File: src/rtl/assert_macros.svh
// Assertion macros shared by the capped torus distance RTL.
// Plain text, no dependencies; included by the files that assert.
`ifndef ASSERT_MACROS_SVH
`define ASSERT_MACROS_SVH

// Condition implies a consequence in the same cycle.
`define ASSERT_IMPLIES(lbl, clk, rst_n, ante, cons) \
  lbl: assert property (@(posedge clk) disable iff (!rst_n) (ante) |-> (cons)) \
    else $error("assertion failed");

// Condition implies a consequence in the following cycle.
`define ASSERT_NEXT(lbl, clk, rst_n, ante, cons) \
  lbl: assert property (@(posedge clk) disable iff (!rst_n) (ante) |=> (cons)) \
    else $error("assertion failed");

// Condition implies a consequence a fixed number of cycles later.
`define ASSERT_DELAY(lbl, clk, rst_n, ante, n, cons) \
  lbl: assert property (@(posedge clk) disable iff (!rst_n) (ante) |-> ##n (cons)) \
    else $error("assertion failed");

`endif

File: src/rtl/ctd_isqrt.sv
// Pipelined floor square root, one result bit per register stage.
// No dependencies; a side word travels alongside each radicand.
module ctd_isqrt #(
  parameter int unsigned IW = 48,
  parameter int unsigned PW = 8
) (
  input  logic              clk,
  input  logic              rst_n,
  input  logic              in_vld,
  input  logic [IW-1:0]     in_rad,
  input  logic [PW-1:0]     in_side,
  output logic              out_vld,
  output logic [IW/2-1:0]   out_root,
  output logic [PW-1:0]     out_side
);

  localparam int unsigned N  = IW / 2;
  localparam int unsigned RW = N + 3;

  logic          vld_r  [N];
  logic [IW-1:0] rad_r  [N];
  logic [RW-1:0] rem_r  [N];
  logic [N-1:0]  root_r [N];
  logic [PW-1:0] side_r [N];

  for (genvar s = 0; s < N; s++) begin : g_stage
    logic          vld_c;
    logic [IW-1:0] rad_c;
    logic [RW-1:0] rem_c;
    logic [N-1:0]  root_c;
    logic [PW-1:0] side_c;
    logic [RW-1:0] rem_sh;
    logic [RW-1:0] trial;
    logic          ge;

    if (s == 0) begin : g_first
      assign vld_c  = in_vld;
      assign rad_c  = in_rad;
      assign rem_c  = '0;
      assign root_c = '0;
      assign side_c = in_side;
    end else begin : g_next
      assign vld_c  = vld_r[s-1];
      assign rad_c  = rad_r[s-1];
      assign rem_c  = rem_r[s-1];
      assign root_c = root_r[s-1];
      assign side_c = side_r[s-1];
    end

    assign rem_sh = {rem_c[RW-3:0], rad_c[IW-1:IW-2]};
    assign trial  = RW'({root_c, 2'b01});
    assign ge     = (rem_sh >= trial);

    always_ff @(posedge clk) begin
      if (!rst_n) begin
        vld_r[s] <= 1'b0;
      end else begin
        vld_r[s] <= vld_c;
      end
    end

    always_ff @(posedge clk) begin
      rad_r[s]  <= {rad_c[IW-3:0], 2'b00};
      rem_r[s]  <= ge ? (rem_sh - trial) : rem_sh;
      root_r[s] <= {root_c[N-2:0], ge};
      side_r[s] <= side_c;
    end
  end

  assign out_vld  = vld_r[N-1];
  assign out_root = root_r[N-1];
  assign out_side = side_r[N-1];

endmodule

File: config.mk
export PLATFORM = sky130hd
export DESIGN_NAME = ctd_isqrt
export DESIGN_NICKNAME = d
export VERILOG_FILES = /design/src/rtl/assert_macros.svh /design/src/rtl/ctd_isqrt.sv
export SDC_FILE = /design/constraint.sdc
export NUM_CORES = 2
export LEC_CHECK = 0
export ABC_AREA = 1
export ABC_CLOCK_PERIOD_IN_PS = 3800
export BUFFER_PORTS_ARGS = -buffer_cell sky130_fd_sc_hd__buf_2
export CAP_MARGIN = 30
export CORE_MARGIN = 2
export CORE_UTILIZATION = 53
export DETAILED_ROUTE_END_ITERATION = 10
export HOLD_SLACK_MARGIN = 0.05
export PLACE_DENSITY = 0.67
export SETUP_SLACK_MARGIN = 0.05
export SYNTH_ARGS = -nofsm -noshare
export SYNTH_HDL_FRONTEND = slang
export SYNTH_SLANG_ARGS = --single-unit
File: constraint.sdc
create_clock -name clk -period 3.8 [get_ports clk]
set_input_delay 0.38 -clock clk [delete_from_list [all_inputs] [get_ports clk]]
set_output_delay 0.38 -clock clk [all_outputs]
set_load 0.05 [all_outputs]
# --- Word level (Yosys, flattened, before mapping) ---
# Memories as Yosys holds them, arrays and structs flattened.
# Cells that the tools add are included.
# W data, S select, Z words.
word_totals:
  reg_bits: 0
  mem_bits_rw: 2544
  in_bits: 59
  out_inout_bits: 33
  wordCells: 127
  memories: 5
mem_list:
  columns: ["name", "words", "word_bits", "read_ports", "rd_clocked_by_memory_dff", "wr", "line_no", "rtl"]
  rows:
  - ["rad_r", 24, 46, 23, 0, 24, "ctd_isqrt.sv:21", "logic [IW-1:0] rad_r [N];"]
  - ["rem_r", 24, 27, 23, 0, 24, "ctd_isqrt.sv:22", "logic [RW-1:0] rem_r [N];"]
  - ["root_r", 24, 24, 24, 0, 24, "ctd_isqrt.sv:23", "logic [N-1:0] root_r [N];"]
  - ["side_r", 24, 8, 24, 0, 24, "ctd_isqrt.sv:24", "logic [PW-1:0] side_r [N];"]
  - ["vld_r", 24, 1, 24, 0, 24, "ctd_isqrt.sv:20", "logic vld_r [N];"]
classes:
  addsub: 24
  magnitude_cmp: 24
  n_mux: 50
  n_bitwise: 24
op_table:
  columns: ["op", "n"]
  rows:
  - ["$mux W27", 24]
  - ["$ge A27 B26 Y1", 23]
  - ["$sub A27 B26 Y27", 23]
  - ["$mux W1", 26]
  - ["$or A1 B1 Y1", 24]
  - ["$sub A2 B1 Y3 const B", 1]
  - ["$ge A2 B1 Y1 const B", 1]

# --- Depth between registers and ports, before layout ---
# An unclocked memory read counts as a cell.
depth:
  word_depth: 3
  depth_mapped: 14

# --- Worst setup path after synthesis ---
# No wires, ideal clock.
synth_path:
  path_kind: "reg-to-reg"
  start: "memory root_r[0][0] (netlist name)"
  end: "memory rem_r[0][44] (netlist name)"
  setup_ps: 132
  arrival_time_ps: 1799
  required_ps: 3668
  setup_slack_ps: 1870
  path_stages_with_launch: 11
  path_buffers: 2
  synth_period_minus_slack_ps: 1930
  path_cell_list: "dfxtp_1 -> inv_1 -> ha_1 -> a21oi_1 -> nand2_1 -> nor2_1 -> ha_1 -> and2_1 -> clkbuf_1 -> clkbuf_1 -> o21ai_0"
synth_rtl:
  columns: ["element", "line_no"]
  rows:
  - ["start, declared", "ctd_isqrt.sv:23"]
  - ["end, declared", "ctd_isqrt.sv:22"]

==> metrics.md <==
| Metric | Value |
|---|---|
| Initial antenna violation count | 1 |
| Critical path startpoint category | flop |
| GR peak layer | met2 |
| DRC errors left | 0 |
| Final total power | roughly 50 mW |
| Hold crit path type | primary input to flop |
| Period utilization | 69.7% |
| Port buffer count | 91 |
| CP bufs+invs | 3 |
| Number of CTS-inserted buffers | 160 |
| FF-to-FF Start | root_r[1][131] |
| Die H | about 360 µm |
| Largest net degree at the start of global routing | 28 |
| Clk_lat worst skew | slightly below 800 ps |
| Total number of vias | between 50k and 60k |
| Actual slew at the worst max-slew pin | ~730 ps |
| DR WL/cell | ~15 µm |
| Rows | about 130 |
| WS Path Type | flop to flop |
| Diode count | 0 |
| Gr usage total | 26.1% |
| Critical path cell sequence | inv_1, ha_1, nand2_1, inv_1, a21oi_1, o21bai_1, nor2_1, nand2_2, inv_1, nand2_1, nand2_1 |
| Ys flop type | dfxtp_1 |
| Initial core utilization | between 50% and 60% |
| Hold Vio Cnt, Final | 0 |
| CP arrival | roughly 3400 ps |
| Synth Instances | 9152 |
| Max Clock Freq | 377 MHz |
| Worst-path clk slew | around 60 ps |
| Post-synth EDFFs | 0 |
| FF+latch count, synth | ~1.6k |
| CP peak stage delay | between 600 and 700 ps |
| VDD IR max | between 0.4 and 0.5 mV |
| Critical Path RT | between 4000 and 5000 ps |
| Post-synthesis compound-gate area fraction | 4.21% |
| Worst Skew | 25.9 ps |
| Top post-synthesis cells by count | nand2_1, dfxtp_1, inv_1, nor2_1, nand3_1 |
| Outcome | finished clean |
| Slew margin rel. | between 50% and 60% |
| Hold endpoint | side_r[0][3] |
| Crit path max fanout | 21 |
| Nets | about 10k |
| Post-cts sizing count | 0 |
| Fin crit period | between 2000 and 3000 ps |
| Critical path's slowest cell | inv_1 |
| Ys Warns | 0 |
| WL final | 172000 µm |
| Core ar. | approximately 130000 µm² |
| R2R Setup Slk | about 1200 ps |
| Share of the synthesized area in the top cell type | about 48% |
| Cell Pwr Density | 659 nW/µm² |
| Synth cell types | 58 |
| Critical path's top delay family | simple AND/OR/NAND/NOR gates |
| Max-cap viol count | 0 |
| GR Util met1 | about a third |
| Initial DRC count | 3774 |
| Routed Antenna Nets | 0 |
| Leakage power | 41.1 nW |
| Fraction of registers with async set/reset | 0% |
| Longest Clk Path Bufs | 3 |
| Setup Fix Bufs, Post-CTS | 0 |
| GRT met3 Usage | 3.29% |
| Syn nets | roughly 9.5k |
| Vias in the first global route | about 52k |
| CTS H-Tree Depth | 4 |
| Routing usage on met2 | a little over two fifths |
| Vias per inst | between 4 and 5 |
| Layout cell share with drive strength beyond 1 | between 6 and 7% |
| Seq/Total Area, Yosys | between 40 and 50% |
| R2r endpoint | rem_r[1][173] |
| Crit end category | flop |
| Grt total ovfl | 0 |
| CTS tree | yes |
| DRT Pass-1 Iters | 7 |
| Synth Cell Area | about 68000 µm² |
| Worst slack, placed | between 1000 and 1500 ps |
| Share of synthesized cell area in full adder, half adder and majority cells | between 6 and 7% |
| Unrepaired setup endpoints after global routing | no |
| Largest family of logic cells by synthesized area | simple AND/OR/NAND/NOR gates |
| Multiplexer share of the synthesized area | 0% |
| Hold-fix buffers, CTS | 60 |
| Slew Limit Fails | 0 |
| Setup TNS | 0 ps |
| GPL Wtd Cong | about 0.94 |
| IO Pins | between 90 and 100 |
| Root Buffer | clkbuf_16 |
| CTS Sinks | 1610 |
| Simple-gate portion of the synthesized area | just under 30% |
| Biggest area consumer among synthesized cells | dfxtp_1 |
| Fillers | roughly 12k |
| Setup violations, final | 0 |
| Detailed placement HPWL | ~130000 µm |
| Synth Area in XOR/XNOR | about 2.6% |
| Die X-Extent | between 300 and 400 µm |
| Synth top area cells | dfxtp_1, nand2_1, inv_1 |
| Hold path cells | 2 |
| Most frequent cell after synthesis | nand2_1 |
| Final setup margin | 1150 ps |
| First-pass GRT wire length | 273000 µm |
| Mean Syn Cell Area | 7.40 µm² |
| Full die area | approximately 130000 µm² |
| Worst r2r path cells | 11 |
| Min-delay src | in_side[3] |
| Area growth syn-to-layout | 12.2% |
==> metal layers <==
layer / vias up / wire length [µm]
met4: 0 / 5290
li1: 28400 / -
met3: 291 / 8000
met2: 1250 / 79200
met5: - / 0
met1: 24600 / 79200
==> where the power goes <==
part           internal [mW]  leakage, nW  switching, mW
combinational           3.96         24.9           7.77
clock                   9.67         2.76           6.83
sequential              19.6         13.5           2.31
total                   33.2         41.1           16.9
==> placed cells by master (no fill, tap or decap), types with 8 or more instances in the layout <==
cell and n:
a21oi_1 272, a21oi_2 40, and2_1 11, buf_2 91, buf_4 13, bufinv_16 19, clkbuf_1 22, clkbuf_16 161
clkbuf_8 22, clkinv_2 30, clkinv_4 9, clkinvlp_4 8, dfxtp_1 1610, dlygate4sd3_1 60, ha_1 325, inv_1 1592
inv_2 26, inv_6 8, nand2_1 3174, nand2_2 19, nand2_4 14, nand3_1 504, nand3_2 10, nand3b_1 78
nand4_1 148, nor2_1 692, nor2_2 48, nor2_4 10, nor3_1 64, o21ai_0 118, o21ai_1 28, o21bai_1 17
or2_2 15, xnor2_1 56, xor2_1 141
==> how the worst max path moves through the flow <==
stage / slack (ps) / from / endpoint / depth (start not counted)
4_1_cts: 1080 / root_r[1][131] / rem_r[1][173] / 11
5_1_grt: 820 / root_r[1][131] / rem_r[1][168] / 13
3_3_place_gp: 1120 / root_r[1][54] / rem_r[1][103] / 10
6_report: 1150 / root_r[1][131] / rem_r[1][173] / 11
3_5_place_dp: 1110 / root_r[1][131] / rem_r[1][173] / 11
2_1_floorplan: 1870 / root_r[0][0] / rem_r[0][44] / 10
==> logic make-up (layout without fill, tap and decap cells) <==
logic type                 Yosys count  in the layout
AOI/OAI and AO/OA                  503            503
xor gates and xnor gates           199            199
adders and majority gates          325            325
buffers and inverters             1701           2081
DFF                               1610           1610
other                                1              1
and+or+nand+nor                   4813           4813
==> through the flow <==
step / area (µm²) / std cells / hold slack [ps] / utilization, %
global placement: 69700 / 10800 / 309 / 54.8
finish: 76000 / 11200 / 233 / 59.7
global route: 76000 / 11200 / 196 / 59.7
detailed placement: 69700 / 10800 / 312 / 54.8
CTS: 76000 / 11200 / 173 / 59.7
floorplan: 67700 / 9152 / 310 / -
==> final cells by class <==
cell class / instances / area [µm²] / area share [%]
clock inverter: 89 / 1220 / 1.61
multi-input combinational: 5841 / 28800 / 37.9
tap: 1662 / 2080 / 2.74
inverter: 1622 / 6100 / 8.03
timing repair buffer: 165 / 1170 / 1.54
clock buffer: 205 / 4410 / 5.81
sequential: 1610 / 32200 / 42.4
==> worst reg2reg max path: stages (launching register included) <==
cell	delay [ps]
dfxtp_1	330
inv_1	40
ha_1	330
nand2_1	170
inv_1	60
a21oi_1	230
o21bai_1	120
nor2_1	140
nand2_2	290
inv_1	670
nand2_1	120
nand2_1	100
==> registers in the layout (all words and copies together), names as in the netlist <==
signal  count
side_r    192
rem_r     542
vld_r      24
rad_r     552
root_r    300
(Power assumes the default switching activity.)
